--- src/hw/rtl/ieas_pkg.sv ---
// Package for the I2C EEPROM access sequencer.
// Holds the phase encoding, the event and action codes and the error codes.
// No dependencies.
package ieas_pkg;

    typedef enum logic [15:0] {
        PH_IDLE     = 16'h0001,
        PH_CTRL     = 16'h0002,
        PH_AHI      = 16'h0004,
        PH_ALO      = 16'h0008,
        PH_WWAIT    = 16'h0010,
        PH_WSENT    = 16'h0020,
        PH_WSTOP    = 16'h0040,
        PH_PBYTE    = 16'h0080,
        PH_PSTOP    = 16'h0100,
        PH_RSTOP    = 16'h0200,
        PH_RCTRL    = 16'h0400,
        PH_RBODY    = 16'h0800,
        PH_RLAST    = 16'h1000,
        PH_RFINAL   = 16'h2000,
        PH_RSTOPEND = 16'h4000,
        PH_DRAIN    = 16'h8000
    } phase_t;

    localparam logic [2:0] KIND_WRITE = 3'd0;
    localparam logic [2:0] KIND_READ  = 3'd1;
    localparam logic [2:0] KIND_DATA  = 3'd2;
    localparam logic [2:0] KIND_BDONE = 3'd3;
    localparam logic [2:0] KIND_SDONE = 3'd4;

    localparam logic [2:0] ACT_NONE  = 3'd0;
    localparam logic [2:0] ACT_START = 3'd1;
    localparam logic [2:0] ACT_SEND  = 3'd2;
    localparam logic [2:0] ACT_STOP  = 3'd3;
    localparam logic [2:0] ACT_READ  = 3'd4;
    localparam logic [2:0] ACT_LREAD = 3'd5;
    localparam logic [2:0] ACT_REQ   = 3'd6;

    localparam logic [3:0] ERR_NONE       = 4'd0;
    localparam logic [3:0] ERR_CTRL       = 4'd1;
    localparam logic [3:0] ERR_AHI        = 4'd2;
    localparam logic [3:0] ERR_ALO        = 4'd3;
    localparam logic [3:0] ERR_WDATA      = 4'd4;
    localparam logic [3:0] ERR_READ_BASE  = 4'd4;
    localparam logic [3:0] ERR_RCTRL      = 4'd8;
    localparam logic [3:0] ERR_RBODY      = 4'd9;
    localparam logic [3:0] ERR_RPRELAST   = 4'd10;
    localparam logic [3:0] ERR_RLAST2     = 4'd11;
    localparam logic [3:0] ERR_RLAST      = 4'd12;

    localparam logic [1:0] CFG_DEVSEL = 2'd0;
    localparam logic [1:0] CFG_PAGE   = 2'd1;
    localparam logic [1:0] CFG_WIDE   = 2'd2;

    localparam logic [7:0] CTRL_BASE = 8'hA0;

    // Datapath commands issued by the controller.
    typedef struct packed {
        logic load;      // Latch address and count from the begin beat.
        logic chunk_go;  // Start computing the page chunk.
        logic chunk_dec; // One data byte acknowledged.
        logic advance;   // Chunk polled good: move address and count on.
        logic rd_dec;    // One body byte read.
    } dp_cmd_t;

    // Datapath status seen by the controller.
    typedef struct packed {
        logic chunk_busy;
        logic chunk_last;
        logic rem_zero;
        logic rem_zero_adv;
    } dp_stat_t;

endpackage

--- src/hw/rtl/i2c_eeprom_access_sequencer.sv ---
// Top level of the I2C EEPROM access sequencer.
// Holds the configuration registers and joins ieas_controller and ieas_datapath.
// Depends on ieas_pkg.
//
// Usage: the input channel (in_valid/in_stall) carries one event per beat:
// begin write, begin read, write data byte, byte done or stop done, with
// the fields that event needs. The output channel (out_valid/out_stall)
// carries at most one result beat per input beat: the next bus action for
// the byte-level master, a delivered read byte, or the end of the operation.
// Except as below, a result is registered and appears in the cycle after the
// input beat that caused it. The address-low byte-done of a write waits for
// the 16-step shift-and-subtract remainder in the datapath and then a step
// that forms the chunk before its result is registered. The input is stalled
// during that computation and while a result waits under out_stall; the
// result register holds it.
// Reset clears the phase to idle and the registers to device_select 0,
// page_size 16, wide_address 1. Configuration is written through cfg_write,
// cfg_index and cfg_data; the user must write it only while the block is idle, which the block does not enforce.
module i2c_eeprom_access_sequencer
    import ieas_pkg::*;
(
    input  logic        clk,
    input  logic        rst_n,
    input  logic        cfg_write,
    input  logic [1:0]  cfg_index,
    input  logic [7:0]  cfg_data,
    input  logic        in_valid,
    output logic        in_stall,
    input  logic [2:0]  kind,
    input  logic [15:0] mem_address,
    input  logic [15:0] byte_count,
    input  logic [7:0]  data_byte,
    input  logic        ack_received,
    input  logic        bus_error,
    input  logic [7:0]  rx_byte,
    output logic        out_valid,
    input  logic        out_stall,
    output logic [2:0]  action,
    output logic [7:0]  tx_byte,
    output logic        read_valid,
    output logic [7:0]  read_data,
    output logic        finished,
    output logic        success,
    output logic [3:0]  error_code
);

    logic [2:0]  devsel_reg;
    logic [7:0]  page_reg;
    logic        wide_reg;
    dp_cmd_t     cmd;
    dp_stat_t    stat;
    logic [15:0] cur_address;

    always_ff @(posedge clk or negedge rst_n)
    begin
        if (!rst_n)
        begin
            devsel_reg <= 3'd0;
            page_reg   <= 8'd16;
            wide_reg   <= 1'b1;
        end
        else if (cfg_write)
        begin
            case (cfg_index)
                CFG_DEVSEL: devsel_reg <= cfg_data[2:0];
                CFG_PAGE:   page_reg   <= cfg_data;
                CFG_WIDE:   wide_reg   <= cfg_data[0];
                default:    ;
            endcase
        end
    end

    ieas_datapath u_datapath (
        .clk         (clk),
        .rst_n       (rst_n),
        .cmd         (cmd),
        .in_address  (mem_address),
        .in_count    (byte_count),
        .page_size   (page_reg),
        .stat        (stat),
        .cur_address (cur_address)
    );

    ieas_controller u_controller (
        .clk           (clk),
        .rst_n         (rst_n),
        .in_valid      (in_valid),
        .in_stall      (in_stall),
        .kind          (kind),
        .data_byte     (data_byte),
        .ack_received  (ack_received),
        .bus_error     (bus_error),
        .rx_byte       (rx_byte),
        .device_select (devsel_reg),
        .wide_address  (wide_reg),
        .byte_count    (byte_count),
        .cur_address   (cur_address),
        .stat          (stat),
        .cmd           (cmd),
        .out_valid     (out_valid),
        .out_stall     (out_stall),
        .action        (action),
        .tx_byte       (tx_byte),
        .read_valid    (read_valid),
        .read_data     (read_data),
        .finished      (finished),
        .success       (success),
        .error_code    (error_code)
    );

endmodule

--- src/hw/rtl/ieas_datapath.sv ---
// Datapath of the I2C EEPROM access sequencer: address, counts and the chunk unit.
// The chunk size uses a 16-step shift-and-subtract remainder, one address bit a cycle.
// Depends on ieas_pkg.
module ieas_datapath
    import ieas_pkg::*;
(
    input  logic        clk,
    input  logic        rst_n,
    input  dp_cmd_t     cmd,
    input  logic [15:0] in_address,
    input  logic [15:0] in_count,
    input  logic [7:0]  page_size,
    output dp_stat_t    stat,
    output logic [15:0] cur_address
);

    logic [15:0] addr_reg, addr_next;
    logic [15:0] rem_reg, rem_next;
    logic [8:0]  csize_reg, csize_next;
    logic [8:0]  cleft_reg, cleft_next;
    logic [8:0]  mod_reg, mod_next;
    logic [15:0] sh_reg, sh_next;
    logic [4:0]  step_reg, step_next;
    logic        busy_reg, busy_next;
    logic [8:0]  ps;
    logic [9:0]  ps10;
    logic [9:0]  trial;
    logic [9:0]  trial_sub;
    logic [8:0]  chunk;
    logic [15:0] rem_adv;

    assign ps        = (page_size == 8'd0) ? 9'd256 : {1'b0, page_size};
    assign ps10      = {1'b0, ps};
    assign trial     = {mod_reg, sh_reg[15]};
    assign trial_sub = trial - ps10;
    assign chunk     = ps - mod_reg;
    assign rem_adv   = rem_reg - {7'd0, csize_reg};

    always_comb
    begin
        addr_next  = addr_reg;
        rem_next   = rem_reg;
        csize_next = csize_reg;
        cleft_next = cleft_reg;
        mod_next   = mod_reg;
        sh_next    = sh_reg;
        step_next  = step_reg;
        busy_next  = busy_reg;
        if (cmd.load)
        begin
            addr_next  = in_address;
            rem_next   = in_count;
            csize_next = 9'd0;
            cleft_next = 9'd0;
        end
        if (cmd.chunk_go)
        begin
            mod_next  = 9'd0;
            sh_next   = addr_reg;
            step_next = 5'd16;
            busy_next = 1'b1;
        end
        else if (busy_reg)
        begin
            if (step_reg != 5'd0)
            begin
                sh_next   = {sh_reg[14:0], 1'b0};
                step_next = step_reg - 5'd1;
                if (trial >= ps10)
                begin
                    mod_next = trial_sub[8:0];
                end
                else
                begin
                    mod_next = trial[8:0];
                end
            end
            else
            begin
                busy_next = 1'b0;
                if (rem_reg < {7'd0, chunk})
                begin
                    csize_next = rem_reg[8:0];
                    cleft_next = rem_reg[8:0];
                end
                else
                begin
                    csize_next = chunk;
                    cleft_next = chunk;
                end
            end
        end
        if (cmd.chunk_dec && cleft_reg != 9'd0)
        begin
            cleft_next = cleft_reg - 9'd1;
        end
        if (cmd.advance)
        begin
            rem_next  = rem_adv;
            addr_next = addr_reg + {7'd0, csize_reg};
        end
        if (cmd.rd_dec)
        begin
            rem_next = rem_reg - 16'd1;
        end
    end

    always_ff @(posedge clk or negedge rst_n)
    begin
        if (!rst_n)
        begin
            addr_reg  <= 16'd0;
            rem_reg   <= 16'd0;
            csize_reg <= 9'd0;
            cleft_reg <= 9'd0;
            mod_reg   <= 9'd0;
            sh_reg    <= 16'd0;
            step_reg  <= 5'd0;
            busy_reg  <= 1'b0;
        end
        else
        begin
            addr_reg  <= addr_next;
            rem_reg   <= rem_next;
            csize_reg <= csize_next;
            cleft_reg <= cleft_next;
            mod_reg   <= mod_next;
            sh_reg    <= sh_next;
            step_reg  <= step_next;
            busy_reg  <= busy_next;
        end
    end

    assign stat.chunk_busy   = busy_reg;
    assign stat.chunk_last   = (cleft_reg <= 9'd1);
    assign stat.rem_zero     = (rem_reg == 16'd0);
    assign stat.rem_zero_adv = (rem_adv == 16'd0);
    assign cur_address       = addr_reg;

endmodule

--- src/hw/rtl/ieas_controller.sv ---
// Controller of the I2C EEPROM access sequencer: phase machine and result register.
// Depends on ieas_pkg and drives the datapath through dp_cmd_t.
module ieas_controller
    import ieas_pkg::*;
(
    input  logic        clk,
    input  logic        rst_n,
    input  logic        in_valid,
    output logic        in_stall,
    input  logic [2:0]  kind,
    input  logic [7:0]  data_byte,
    input  logic        ack_received,
    input  logic        bus_error,
    input  logic [7:0]  rx_byte,
    input  logic [2:0]  device_select,
    input  logic        wide_address,
    input  logic [15:0] byte_count,
    input  logic [15:0] cur_address,
    input  dp_stat_t    stat,
    output dp_cmd_t     cmd,
    output logic        out_valid,
    input  logic        out_stall,
    output logic [2:0]  action,
    output logic [7:0]  tx_byte,
    output logic        read_valid,
    output logic [7:0]  read_data,
    output logic        finished,
    output logic        success,
    output logic [3:0]  error_code
);

    phase_t      phase_reg, phase_next;
    logic        rd_reg, rd_next;
    logic        ov_reg, ov_next;
    logic        calc_reg, calc_next;
    logic [2:0]  act_reg, act_next;
    logic [7:0]  tx_reg, tx_next;
    logic        rv_reg, rv_next;
    logic [7:0]  rdat_reg, rdat_next;
    logic        fin_reg, fin_next;
    logic        ok_reg, ok_next;
    logic [3:0]  err_reg, err_next;
    logic        acc, emit, bdone, sdone;
    logic [3:0]  base;
    logic [7:0]  ctrl_w, ctrl_r;

    assign in_stall = (ov_reg && out_stall) || calc_reg;
    assign acc      = in_valid && !in_stall;
    assign bdone    = (kind == KIND_BDONE);
    assign sdone    = (kind == KIND_SDONE);
    assign base     = rd_reg ? ERR_READ_BASE : ERR_NONE;
    assign ctrl_w   = CTRL_BASE | {4'd0, device_select, 1'b0};
    assign ctrl_r   = ctrl_w | 8'h01;

    always_comb
    begin
        phase_next = phase_reg;
        rd_next    = rd_reg;
        calc_next  = calc_reg;
        cmd        = '0;
        emit       = 1'b0;
        act_next   = ACT_NONE;
        tx_next    = 8'd0;
        rv_next    = 1'b0;
        rdat_next  = 8'd0;
        fin_next   = 1'b0;
        ok_next    = 1'b0;
        err_next   = ERR_NONE;
        if (calc_reg && !stat.chunk_busy)
        begin
            calc_next  = 1'b0;
            emit       = 1'b1;
            act_next   = ACT_REQ;
            phase_next = PH_WWAIT;
        end
        else if (acc)
        begin
            case (phase_reg)
                PH_IDLE:
                begin
                    if (kind == KIND_WRITE || kind == KIND_READ)
                    begin
                        cmd.load = 1'b1;
                        rd_next  = kind[0];
                        emit     = 1'b1;
                        if (kind == KIND_WRITE && byte_count == 16'd0)
                        begin
                            fin_next = 1'b1;
                            ok_next  = 1'b1;
                        end
                        else
                        begin
                            act_next   = ACT_START;
                            tx_next    = ctrl_w;
                            phase_next = PH_CTRL;
                        end
                    end
                end
                PH_CTRL:
                begin
                    if (bdone)
                    begin
                        emit = 1'b1;
                        if (bus_error || (!rd_reg && !ack_received))
                        begin
                            act_next = ACT_STOP; fin_next = 1'b1;
                            err_next = base + ERR_CTRL; phase_next = PH_DRAIN;
                        end
                        else if (wide_address)
                        begin
                            act_next = ACT_SEND; tx_next = cur_address[15:8];
                            phase_next = PH_AHI;
                        end
                        else
                        begin
                            act_next = ACT_SEND; tx_next = cur_address[7:0];
                            phase_next = PH_ALO;
                        end
                    end
                end
                PH_AHI:
                begin
                    if (bdone)
                    begin
                        emit = 1'b1;
                        if (bus_error)
                        begin
                            act_next = ACT_STOP; fin_next = 1'b1;
                            err_next = base + ERR_AHI; phase_next = PH_DRAIN;
                        end
                        else
                        begin
                            act_next = ACT_SEND; tx_next = cur_address[7:0];
                            phase_next = PH_ALO;
                        end
                    end
                end
                PH_ALO:
                begin
                    if (bdone)
                    begin
                        if (bus_error)
                        begin
                            emit = 1'b1; act_next = ACT_STOP; fin_next = 1'b1;
                            err_next = base + ERR_ALO; phase_next = PH_DRAIN;
                        end
                        else if (rd_reg)
                        begin
                            emit = 1'b1; act_next = ACT_STOP; phase_next = PH_RSTOP;
                        end
                        else
                        begin
                            cmd.chunk_go = 1'b1;
                            calc_next    = 1'b1;
                        end
                    end
                end
                PH_WWAIT:
                begin
                    if (kind == KIND_DATA)
                    begin
                        emit = 1'b1; act_next = ACT_SEND; tx_next = data_byte;
                        phase_next = PH_WSENT;
                    end
                end
                PH_WSENT:
                begin
                    if (bdone)
                    begin
                        emit = 1'b1;
                        if (bus_error || !ack_received)
                        begin
                            act_next = ACT_STOP; fin_next = 1'b1;
                            err_next = ERR_WDATA; phase_next = PH_DRAIN;
                        end
                        else
                        begin
                            cmd.chunk_dec = 1'b1;
                            if (!stat.chunk_last)
                            begin
                                act_next = ACT_REQ; phase_next = PH_WWAIT;
                            end
                            else
                            begin
                                act_next = ACT_STOP; phase_next = PH_WSTOP;
                            end
                        end
                    end
                end
                PH_WSTOP:
                begin
                    if (sdone)
                    begin
                        emit = 1'b1; act_next = ACT_START; tx_next = ctrl_w;
                        phase_next = PH_PBYTE;
                    end
                end
                PH_PBYTE:
                begin
                    if (bdone)
                    begin
                        emit = 1'b1; act_next = ACT_STOP; phase_next = PH_PSTOP;
                    end
                end
                PH_PSTOP:
                begin
                    if (sdone)
                    begin
                        emit = 1'b1;
                        if (!ack_received)
                        begin
                            act_next = ACT_START; tx_next = ctrl_w;
                            phase_next = PH_PBYTE;
                        end
                        else
                        begin
                            cmd.advance = 1'b1;
                            if (stat.rem_zero_adv)
                            begin
                                fin_next = 1'b1; ok_next = 1'b1;
                                phase_next = PH_IDLE;
                            end
                            else
                            begin
                                act_next = ACT_START; tx_next = ctrl_w;
                                phase_next = PH_CTRL;
                            end
                        end
                    end
                end
                PH_RSTOP:
                begin
                    if (sdone)
                    begin
                        emit = 1'b1; act_next = ACT_START; tx_next = ctrl_r;
                        phase_next = PH_RCTRL;
                    end
                end
                PH_RCTRL:
                begin
                    if (bdone)
                    begin
                        emit = 1'b1;
                        if (bus_error)
                        begin
                            act_next = ACT_STOP; fin_next = 1'b1;
                            err_next = ERR_RCTRL; phase_next = PH_DRAIN;
                        end
                        else
                        begin
                            act_next = ACT_READ; phase_next = PH_RBODY;
                        end
                    end
                end
                PH_RBODY:
                begin
                    if (bdone)
                    begin
                        emit = 1'b1;
                        if (bus_error)
                        begin
                            act_next = ACT_STOP; fin_next = 1'b1;
                            err_next = stat.rem_zero ? ERR_RPRELAST : ERR_RBODY;
                            phase_next = PH_DRAIN;
                        end
                        else
                        begin
                            rv_next = 1'b1; rdat_next = rx_byte;
                            if (!stat.rem_zero)
                            begin
                                cmd.rd_dec = 1'b1; act_next = ACT_READ;
                            end
                            else
                            begin
                                act_next = ACT_LREAD; phase_next = PH_RLAST;
                            end
                        end
                    end
                end
                PH_RLAST:
                begin
                    if (bdone)
                    begin
                        emit = 1'b1;
                        if (bus_error)
                        begin
                            act_next = ACT_STOP; fin_next = 1'b1;
                            err_next = ERR_RLAST2; phase_next = PH_DRAIN;
                        end
                        else
                        begin
                            act_next = ACT_READ; rv_next = 1'b1; rdat_next = rx_byte;
                            phase_next = PH_RFINAL;
                        end
                    end
                end
                PH_RFINAL:
                begin
                    if (bdone)
                    begin
                        emit = 1'b1; act_next = ACT_STOP;
                        if (bus_error)
                        begin
                            fin_next = 1'b1; err_next = ERR_RLAST; phase_next = PH_DRAIN;
                        end
                        else
                        begin
                            phase_next = PH_RSTOPEND;
                        end
                    end
                end
                PH_RSTOPEND:
                begin
                    if (sdone)
                    begin
                        emit = 1'b1; fin_next = 1'b1; ok_next = 1'b1;
                        phase_next = PH_IDLE;
                    end
                end
                PH_DRAIN:
                begin
                    if (sdone)
                    begin
                        phase_next = PH_IDLE;
                    end
                end
                default:
                begin
                    phase_next = PH_IDLE;
                end
            endcase
        end
        ov_next = emit || (ov_reg && out_stall);
    end

    always_ff @(posedge clk or negedge rst_n)
    begin
        if (!rst_n)
        begin
            phase_reg <= PH_IDLE;
            rd_reg    <= 1'b0;
            ov_reg    <= 1'b0;
            calc_reg  <= 1'b0;
        end
        else
        begin
            phase_reg <= phase_next;
            rd_reg    <= rd_next;
            ov_reg    <= ov_next;
            calc_reg  <= calc_next;
        end
    end

    always_ff @(posedge clk)
    begin
        if (emit)
        begin
            act_reg  <= act_next;
            tx_reg   <= tx_next;
            rv_reg   <= rv_next;
            rdat_reg <= rdat_next;
            fin_reg  <= fin_next;
            ok_reg   <= ok_next;
            err_reg  <= err_next;
        end
    end

    assign out_valid  = ov_reg;
    assign action     = act_reg;
    assign tx_byte    = tx_reg;
    assign read_valid = rv_reg;
    assign read_data  = rdat_reg;
    assign finished   = fin_reg;
    assign success    = ok_reg;
    assign error_code = err_reg;

endmodule

--- config.mk ---
export PLATFORM = sky130hd
export DESIGN_NAME = i2c_eeprom_access_sequencer
export DESIGN_NICKNAME = d
export VERILOG_FILES = /design/src/hw/rtl/ieas_pkg.sv /design/src/hw/rtl/i2c_eeprom_access_sequencer.sv /design/src/hw/rtl/ieas_datapath.sv /design/src/hw/rtl/ieas_controller.sv
export SDC_FILE = /design/constraint.sdc
export NUM_CORES = 1
export LEC_CHECK = 0
export BUFFER_PORTS_ARGS = -buffer_cell sky130_fd_sc_hd__buf_2
export CORE_ASPECT_RATIO = 0.5
export CORE_UTILIZATION = 55
export CTS_CLUSTER_DIAMETER = 50
export DETAILED_ROUTE_END_ITERATION = 10
export PLACE_DENSITY = 0.85
export SYNTH_ARGS = -nofsm -noshare
export SYNTH_HDL_FRONTEND = slang
export SYNTH_HIERARCHICAL = 1
export SYNTH_SLANG_ARGS = --single-unit
--- constraint.sdc ---
create_clock -name clk -period 4.9 [get_ports clk]
set_input_delay 1.47 -clock clk [delete_from_list [all_inputs] [get_ports clk]]
set_output_delay 1.47 -clock clk [all_outputs]
set_load 0.1 [all_outputs]
==> impl_metrics.ini <==
[run_status]
status = complete, no violations

[power_and_ir_drop]
p_leak_nw = 4.69
power_switching_mw = 3.41
power.internal_mw = 3.76
p_comb_share_pct = 53.8
p_clk_share_pct = 18.2
power_frac_seq_pct = 28.0
p_per_area_nw_per_um2 = 640
switching_share_pct = 47.6
ir_worst_vdd_v = 0.000330

[yosys]
yosys_register_bits = 138
syn_area_per_cell_um2 = 8.88
yosysSeqAreaShare_pct = 36.3
synth-edff-count = 26
synthArstFlopShare_pct = 81.2
syn_nets = 1233
synthCells = 1114
yosysWarnings = 6
synth-main-ff-cell = dfrtp_1
syn_area_um2 = 9890
synth_cell_types = 93

[worst_setup_path]
startpoint_type = flop
crit_path_end_kind = flop
cp.required_ps = 5230
crit_type = reg2reg
arrival_ps = 4830
cp_max_fo = 9

[detailed_routing]
drc_errors = 0
vias_per_cell = 6.66
drt_wl_total_mm = 30.5
drt_first_iter_violations = 1023
wl_per_cell_um = 21.1
firstDrtPassIters = 6
ant_nets = 0
vias = 9615

[sta]
relSlewSlack_pct = 38.5
setup_viol = 0
min_period_ps = 4500
worst_pin_slew_ps = 916
drv_slew = 0
timing.final.hold_violations = 0
rsz0062_at_grt = false
post-route-period-util_pct = 91.8
fin_setup_tns_ps = 0
fin_skew_ps = 11.9
fmax_mhz = 222

[place]
dpl.hpwl_mm = 22.5
portBuffers = 95
gp_congestion = 1.00
dp.cells = 1413
place_area_um2 = 10600

[die]
die_x_um = 192
dieArea_um2 = 18600
rows = 34
die_y_um = 96.8
start_util_pct = 56.6
core_area_um2 = 17500
ios = 96

[grt]
grtUsageMet3_pct = 6.86
met1_usage_pct = 45.3
grt.busiest_layer = met2
grt_usage_pct = 33.7
grt_pass1_vias = 9335
met2_usage_pct = 53.0
grt_remaining_overflow = 0
grt_first_pass_wirelength_mm = 49.3
antenna_found_initial = 0
grt_max_degree = 67

[finish]
final_common_cell = nand2_1
postLayoutCellArea_um2 = 11200
final_cells = 1444
layout-drive-gt1-share_pct = 17.9
multiInputGateArea_um2 = 5890
fillers = 1398
fin_nets = 1317
final_cell_mix = 112 x nand2_1, 109 x dfrtp_1, 94 x buf_2, 90 x nor2_1, 88 x o21ai_0
final-seq-area_um2 = 3590
final_core_util_pct = 64.1
diodes = 0
syn_to_final_growth_pct = 13.4

[worst_hold_path]
hold_path.class = reg2reg

[cts]
cts_tree = yes
numCtsBuffers = 17
cts.sinks = 138
clock-root-buffer = clkbuf_16
cts-resized-gates = 0
clkSlewWorstSetupHoldPaths_ps = 60
cts_max_level = 4
postCtsSetupRepairBufs = 0
clk_latency_ps = 430
cts_buffer_depth = 2
hold_buffers = 0

[flow_run]
max_cap_viol_count = 0
metal layers:
layer / share of wire, % / wire [um] / up-vias
met1: 42 / 12700 / 4592
met5: 0 / 0 / -
met3: 10 / 3050 / 95
met4: 3.2 / 986 / 0
met2: 45 / 13800 / 630
li1: - / - / 4298
worst paths after layout:
path                                         start  depth (start not counted)  slack [ps]                          to
setup / recovery                       page_reg[0]                         15         400     u_datapath/cleft_reg[7]
min in group asynchronous                    rst_n                          1        1150  u_controller/phase_reg[12]
hold / removal             u_datapath/csize_reg[6]                          2         500     u_datapath/csize_reg[6]
max in group asynchronous                    rst_n                          2        2900                    wide_reg
setup reg to reg                       page_reg[0]                         15         400     u_datapath/cleft_reg[7]
hold reg to reg            u_datapath/csize_reg[6]                          2         500     u_datapath/csize_reg[6]
final cells by class:
cell class              count  area share (%)
repair buffers            118            5.92
well taps                 234            2.61
multi-input cells         872            52.5
inverters                  51            1.71
clock buffers              20            4.26
clock inverters            11           0.993
flip-flops and latches    138            32.0
synthesized netlist by cell type (23+ instances only):
cell type	n	share of area (%)
a21oi_1	69	3.5
clkbuf_1	39	1.5
dfrtp_1	109	28
edfxtp_1	26	7.9
ha_1	47	5.9
inv_1	50	1.9
mux2i_1	39	3.9
nand2_1	112	4.3
nand3_1	23	1.2
nor2_1	90	3.4
nor3_1	40	2.0
o21ai_0	89	4.5
stage by stage:
step                hold slack, ps  worst slack (ps)  power [mW]
floorplan                      462              1090        4.66
global placement               498               953        5.54
detailed placement             490               692        5.69
CTS                            504               567        7.03
global route                   516               192        7.59
finish                         502               400        7.17
critical path: stages, from the launching register on:
cell and delay (ps):
dfrtp_1 410, inv_1 60, ha_1 210, fa_1 410, nor2b_1 130, o21ai_0 110
a21boi_0 430, nor3_1 130, or2_2 300, ha_1 320, a211oi_1 270, a21oi_1 170
a2111oi_4 640, buf_4 280, mux2_2 360, o21ai_0 170
power groups by stage:
stage	clock, mW	combinational, mW	sequential, mW
2_1_floorplan	0	2.72	1.94
3_5_place_dp	0	3.69	2.00
3_3_place_gp	0	3.56	1.98
4_1_cts	1.31	3.74	1.98
5_1_grt	1.36	4.19	2.05
6_report	1.30	3.86	2.01
cells by family (layout without fill, tap and decap cells):
family	count (synthesis)	in the layout	synth area share, %
and+or+nand+nor	423	423	22.6
xor gates and xnor gates	33	33	2.92
AOI/OAI and AO/OA	307	307	20.8
muxes	58	58	6.15
DFF	138	138	36.3
buffers and inverters	104	200	4.49
adders and majority gates	51	51	6.76
Note: power is estimated with default switching activity, not from simulation.
